===== config.mk =====
export PLATFORM = sky130hd
export DESIGN_NAME = wft_tile_row
export DESIGN_NICKNAME = d
export VERILOG_FILES = /design/src/rtl/core/assert_macros.svh /design/src/rtl/core/wft_pkg.sv /design/src/rtl/core/wft_tile_row.sv
export SDC_FILE = /design/constraint.sdc
export NUM_CORES = 2
export LEC_CHECK = 0
export ABC_AREA = 1
export BUFFER_PORTS_ARGS = -buffer_cell sky130_fd_sc_hd__buf_2
export CORE_ASPECT_RATIO = 0.7
export CORE_MARGIN = 3
export CORE_UTILIZATION = 30
export CTS_CLUSTER_DIAMETER = 60
export DETAILED_ROUTE_END_ITERATION = 16
export GPL_ROUTABILITY_DRIVEN = 0
export PLACE_DENSITY = 0.45
export SLEW_MARGIN = 40
export SYNTH_ARGS = -nofsm -noshare
export SYNTH_HDL_FRONTEND = slang
export SYNTH_SLANG_ARGS = --single-unit

===== constraint.sdc =====
create_clock -name clk -period 5.81 [get_ports clk]
set_input_delay 1.162 -clock clk [delete_from_list [all_inputs] [get_ports clk]]
set_output_delay 1.162 -clock clk [all_outputs]
set_load 0.05 [all_outputs]

===== src/rtl/core/assert_macros.svh =====
// assertion macros for the rtl files, used by the weight transform top level
`ifndef ASSERT_MACROS_SVH
`define ASSERT_MACROS_SVH

// property checked on every rising clock edge, off while reset is high
`define ASSERT_ON_CLK(lbl, clk_s, rst_s, prop, msg) \
  lbl: assert property (@(posedge clk_s) disable iff (rst_s) prop) \
    else $error(msg);

// condition that must never hold outside reset
`define ASSERT_NEVER(lbl, clk_s, rst_s, cond, msg) \
  `ASSERT_ON_CLK(lbl, clk_s, rst_s, !(cond), msg)

`endif


===== src/rtl/core/wft_pkg.sv =====
// shared widths, coefficient matrix and pipeline control type of the weight transform
`timescale 1ns / 1ps

package wft_pkg;

  localparam int WEIGHT_BITS = 16;
  localparam int OUT_BITS    = WEIGHT_BITS + 1;
  localparam int COEF_FRAC   = 17;
  localparam int COEF_BITS   = COEF_FRAC + 2;
  localparam int ROUND_HALF  = 2 ** (COEF_FRAC - 1);

  // first pass: weight times coefficient, three terms summed
  localparam int PROD1_BITS  = WEIGHT_BITS + COEF_BITS;
  localparam int SUM1_BITS   = PROD1_BITS + 2;
  // intermediate values grow by at most the row-sum norm of g
  localparam int H_BITS      = WEIGHT_BITS + 2;
  // second pass
  localparam int PROD2_BITS  = H_BITS + COEF_BITS;
  localparam int SUM2_BITS   = PROD2_BITS + 2;

  localparam int TAPS        = 3;
  localparam int ROWS        = 8;
  localparam int ROW_BITS    = $clog2(ROWS);
  localparam logic [ROW_BITS-1:0] LAST_ROW = ROW_BITS'(ROWS - 1);

  // g of f(6,3) in q1.17
  localparam logic signed [COEF_BITS-1:0] G_MAT [ROWS][TAPS] = '{
    '{ 19'sd131072,       19'sd0,       19'sd0     },
    '{-19'sd29127,       -19'sd29127,  -19'sd29127 },
    '{-19'sd29127,        19'sd29127,  -19'sd29127 },
    '{ 19'sd1456,         19'sd2913,    19'sd5825  },
    '{ 19'sd1456,        -19'sd2913,    19'sd5825  },
    '{ 19'sd93207,        19'sd46603,   19'sd23302 },
    '{ 19'sd93207,       -19'sd46603,   19'sd23302 },
    '{ 19'sd0,            19'sd0,       19'sd131072}
  };

  typedef struct packed {
    logic                valid;
    logic [ROW_BITS-1:0] row_index;
    logic                row_last;
    logic                stream_last;
  } row_ctl_t;

endpackage


===== src/rtl/core/wft_tile_row.sv =====
// second transform pass: three intermediate values to one eight-value tile row
`timescale 1ns / 1ps

module wft_tile_row (
  input  logic                                   clk,
  input  logic                                   rst,
  input  logic                                   adv,
  input  logic signed [wft_pkg::H_BITS-1:0]      h_in [wft_pkg::TAPS],
  input  wft_pkg::row_ctl_t                      ctl_in,
  output logic signed [wft_pkg::OUT_BITS-1:0]    vals [wft_pkg::ROWS],
  output wft_pkg::row_ctl_t                      ctl_out
);

  wft_pkg::row_ctl_t                          ctl_mul;
  logic signed [wft_pkg::PROD2_BITS-1:0]      prod [wft_pkg::ROWS][wft_pkg::TAPS];
  logic signed [wft_pkg::SUM2_BITS-1:0]       rnd  [wft_pkg::ROWS];

  // product stage
  always_ff @(posedge clk) begin
    if (rst) begin
      ctl_mul <= '0;
    end else if (adv) begin
      ctl_mul <= ctl_in;
    end
  end

  always_ff @(posedge clk) begin
    if (adv) begin
      for (int i = 0; i < wft_pkg::ROWS; i++) begin
        for (int r = 0; r < wft_pkg::TAPS; r++) begin
          prod[i][r] <= h_in[r] * wft_pkg::G_MAT[i][r];
        end
      end
    end
  end

  // sum and round to nearest, ties up
  always_comb begin
    for (int i = 0; i < wft_pkg::ROWS; i++) begin
      rnd[i] = wft_pkg::SUM2_BITS'(prod[i][0]) + wft_pkg::SUM2_BITS'(prod[i][1])
             + wft_pkg::SUM2_BITS'(prod[i][2])
             + wft_pkg::SUM2_BITS'(wft_pkg::ROUND_HALF);
    end
  end

  // output register
  always_ff @(posedge clk) begin
    if (rst) begin
      ctl_out <= '0;
    end else if (adv) begin
      ctl_out <= ctl_mul;
    end
  end

  always_ff @(posedge clk) begin
    if (adv) begin
      for (int i = 0; i < wft_pkg::ROWS; i++) begin
        vals[i] <= rnd[i][wft_pkg::COEF_FRAC +: wft_pkg::OUT_BITS];
      end
    end
  end

endmodule


==> metrics.txt <==
commonest non-fill, non-tap cell in the layout inv_1; minimum clock period 5.750 ns; highest routed layer met5; total iterations of the first detailed-routing run 7; CTS sink count ~550; CTS H-tree lvls 3; Netlist cell types 57; Post-DP HPWL 322,500 um; CTS tree yes; Starting Density 0.3032; Die X roughly 660 um; commonest register cell after synthesis edfxtp_1; Chip Height 464.8 um; Port Buffers ~200; final setup vio count 0; Fillers 30.73k; Mapped Nets between 10k and 15k; Achievable Freq 173.9 MHz; Synth Area per Inst 8.676 um2; Synth Register Bits 546; Skew-Pair Late Insertion Delay around 0.72 ns; register area share after synthesis 0.1804; Cells after Synth around 10k; post-layout util 0.3700; clk buf depth 3; post-route ant nets 0; initial antenna violation count 31; Die ar. around 300,000 um2; Critical Path Slowest Stage Cell fa_2; Area growth, synth to finish 22.04%; crit path kind input port to register; commonest non-fill, non-tap cells in the layout inv_1, nand2_1, ha_1; Global Route Usage Sum 0.2308; status completed; share of layout cells above drive strength 1 0.1584; CP arrival approximately 6.2 ns; number of remaining DRC errors 0; CTS buffer count 82; FF-to-FF End vals[33]; Final period util 0.9896; r2r startpoint prod[6][52]; Post-Route WL about 360,000 um; wire per inst between 20 and 25 um; Clock Skews around 0.059 ns; initial DRC count roughly 7.7k; unrepaired setup endpoints after global routing yes; met1 WL ~180,000 um; Tightest Pin Transition roughly 0.83 ns; Crit path required time between 6 and 7 ns; CP Max Fanout 5; final hold viol count 0; largest net degree at the start of global routing 120; routed length on met2 128,800 um; CORE AREA slightly below 300,000 um2; crit path launch type input port; crit path cell chain buf_2, clkinvlp_4, buf_4, fa_1, inv_1, fa_1, ha_1, fa_1, fa_1, fa_2, ha_1, nand2_1, nand2_1, inv_1, nor2_1, nor2_1, buf_4, nand2_1, nand2_1, nand3_1, xor2_1; Synth Warn # 0; number of global-route vias before repair around 76k; Crit. Startpoint h_in[27]; maxcap violations 0; Via Count roughly 80k; via/cell ratio 4.814; R2R Setup Slk about 2.2 ns; max incr delay on CP 0.68 ns; Worst Setup End Kind register; Slew Limit Headroom 0.4471; Layout Nets 14.78k; CTS clk-pin slew, worst paths about 0.060 ns; Worst Reg-to-Reg Cells 10; Rows 167; GR Overflow Total 0; fin. max-slew vios 0; Synth async-reset ratio 0; Worst Setup EP prod[4][60]; cts hold-fix bufs 0; first-pass GRT wire length 519,500 um; num ports between 200 and 250; WL met3 about 38,000 um; Mapped Area around 90,000 um2; clock root cell clkbuf_16; Hold WC Path Type register to register; Post-synth EDFFs between 500 and 600
-- what timing repair did --
| action | in CTS | in global routing |
|---|---|---|
| hold endpoints to repair | 0 | 0 |
| resized for setup | 1 | 26 |
| setup endpoints to repair | 1 | 24 |
| pin swaps | 0 | 2 |
| setup buffers | 0 | 3 |
-- routing by layer --
layer | vias to the layer above | GRT usage
met5 | - | 0
met4 | 6 | 0.04705
met3 | 249 | 0.06739
met2 | 2960 | 0.2928
met1 | 38110 | 0.3715
li1 | 36370 | -
-- cells by family (layout without fill, tap and decap cells) --
logic type,Yosys count,in the layout,share of synthesized area
buf+inv,2430,4188,0.1014
flops,546,546,0.1804
fa+ha+maj,2630,2630,0.4608
compound gates,1139,1139,0.06951
xor+xnor,351,351,0.03424
mux,1,1,0.0001248
simple gates,3301,3301,0.1535
other cells,0,11,0
-- worst min path at each step --
| stage | cells past startpoint | slack [ns] | start | end |
|---|---|---|---|---|
| 2_1_floorplan | 0 | 0.40 | prod[7][27] | vals[10] |
| 4_1_cts | 0 | 0.42 | prod[7][26] | vals[9] |
| 3_5_place_dp | 0 | 0.40 | prod[7][26] | vals[9] |
| 6_report | 0 | 0.42 | prod[0][94] | vals[122] |
| 3_3_place_gp | 0 | 0.40 | prod[0][94] | vals[122] |
| 5_1_grt | 0 | 0.43 | prod[7][27] | vals[10] |
-- through the flow --
stage	std cells	hold WS [ns]	setup WS, ns	instance area (um2)	TNS, ns
6_report	16140	0.4158	0.06041	110100	0
5_1_grt	16130	0.4259	-0.02898	110100	-0.02898
4_1_cts	16120	0.4183	0.03524	109900	0
3_5_place_dp	15970	0.4045	-0.7905	107200	-78.17
3_3_place_gp	15970	0.4015	-0.7438	107200	-76.26
2_1_floorplan	10400	0.4003	0.008250	90250	0
-- layout make-up --
class / instances / area (um2) / share of cell area
Antenna cell: 11 / 27.53 / 0.0002500
Clock buffer: 91 / 2086 / 0.01895
Clock inverter: 60 / 675.6 / 0.006137
Inverter: 2413 / 9075 / 0.08243
Multi-Input combinational cell: 7422 / 64920 / 0.5897
Sequential cell: 546 / 16280 / 0.1478
Tap cell: 3971 / 4969 / 0.04513
Timing Repair Buffer: 1624 / 12060 / 0.1096
-- sequential cells by signal, summed over array words and instances (netlist names) --
name	flops
vals	136
ctl_mul	6
ctl_out	6
prod	398
-- cell usage after synthesis (3+ instances only) --
master	count	share of area
a21boi_0	18	0.0015
a21boi_1	9	0.00075
a21o_1	55	0.0046
a21oi_1	577	0.032
a21oi_2	7	0.00068
a31oi_1	16	0.0011
and2_1	9	0.00062
and3_1	9	0.00062
buf_2	7	0.00039
buf_4	4	0.00033
clkbuf_1	6	0.00025
dfxtp_1	12	0.0027
edfxtp_1	534	0.18
fa_1	1154	0.26
ha_1	1476	0.20
inv_1	2402	0.10
inv_2	8	0.00033
nand2_1	1823	0.076
nand2_2	39	0.0027
nand3_1	409	0.023
nand3_2	10	0.0011
nand3b_1	18	0.0015
nand4_1	90	0.0062
nor2_1	720	0.030
nor2_2	12	0.00083
nor3_1	98	0.0054
nor3_2	16	0.0018
nor4_1	14	0.00097
nor4_2	3	0.00042
o211ai_1	6	0.00050
o21a_1	18	0.0015
o21ai_0	321	0.018
o21ai_1	24	0.0013
o21ai_2	10	0.00097
o21bai_1	68	0.0057
o21bai_2	4	0.00050
or2_1	4	0.00028
or2_2	15	0.0010
xnor2_1	80	0.0078
xor2_1	269	0.026
-- worst max-delay path, delay by kind of cell --
kind                       cells  cell delay [ns]
xor gates and xnor gates       1             0.33
adders and majority gates      7             3.22
buffers and inverters          6             0.90
and+or+nand+nor                7             0.61
Power is not shown: default switching activity piles up to over one toggle a cycle in this logic, so the estimate is an artifact.
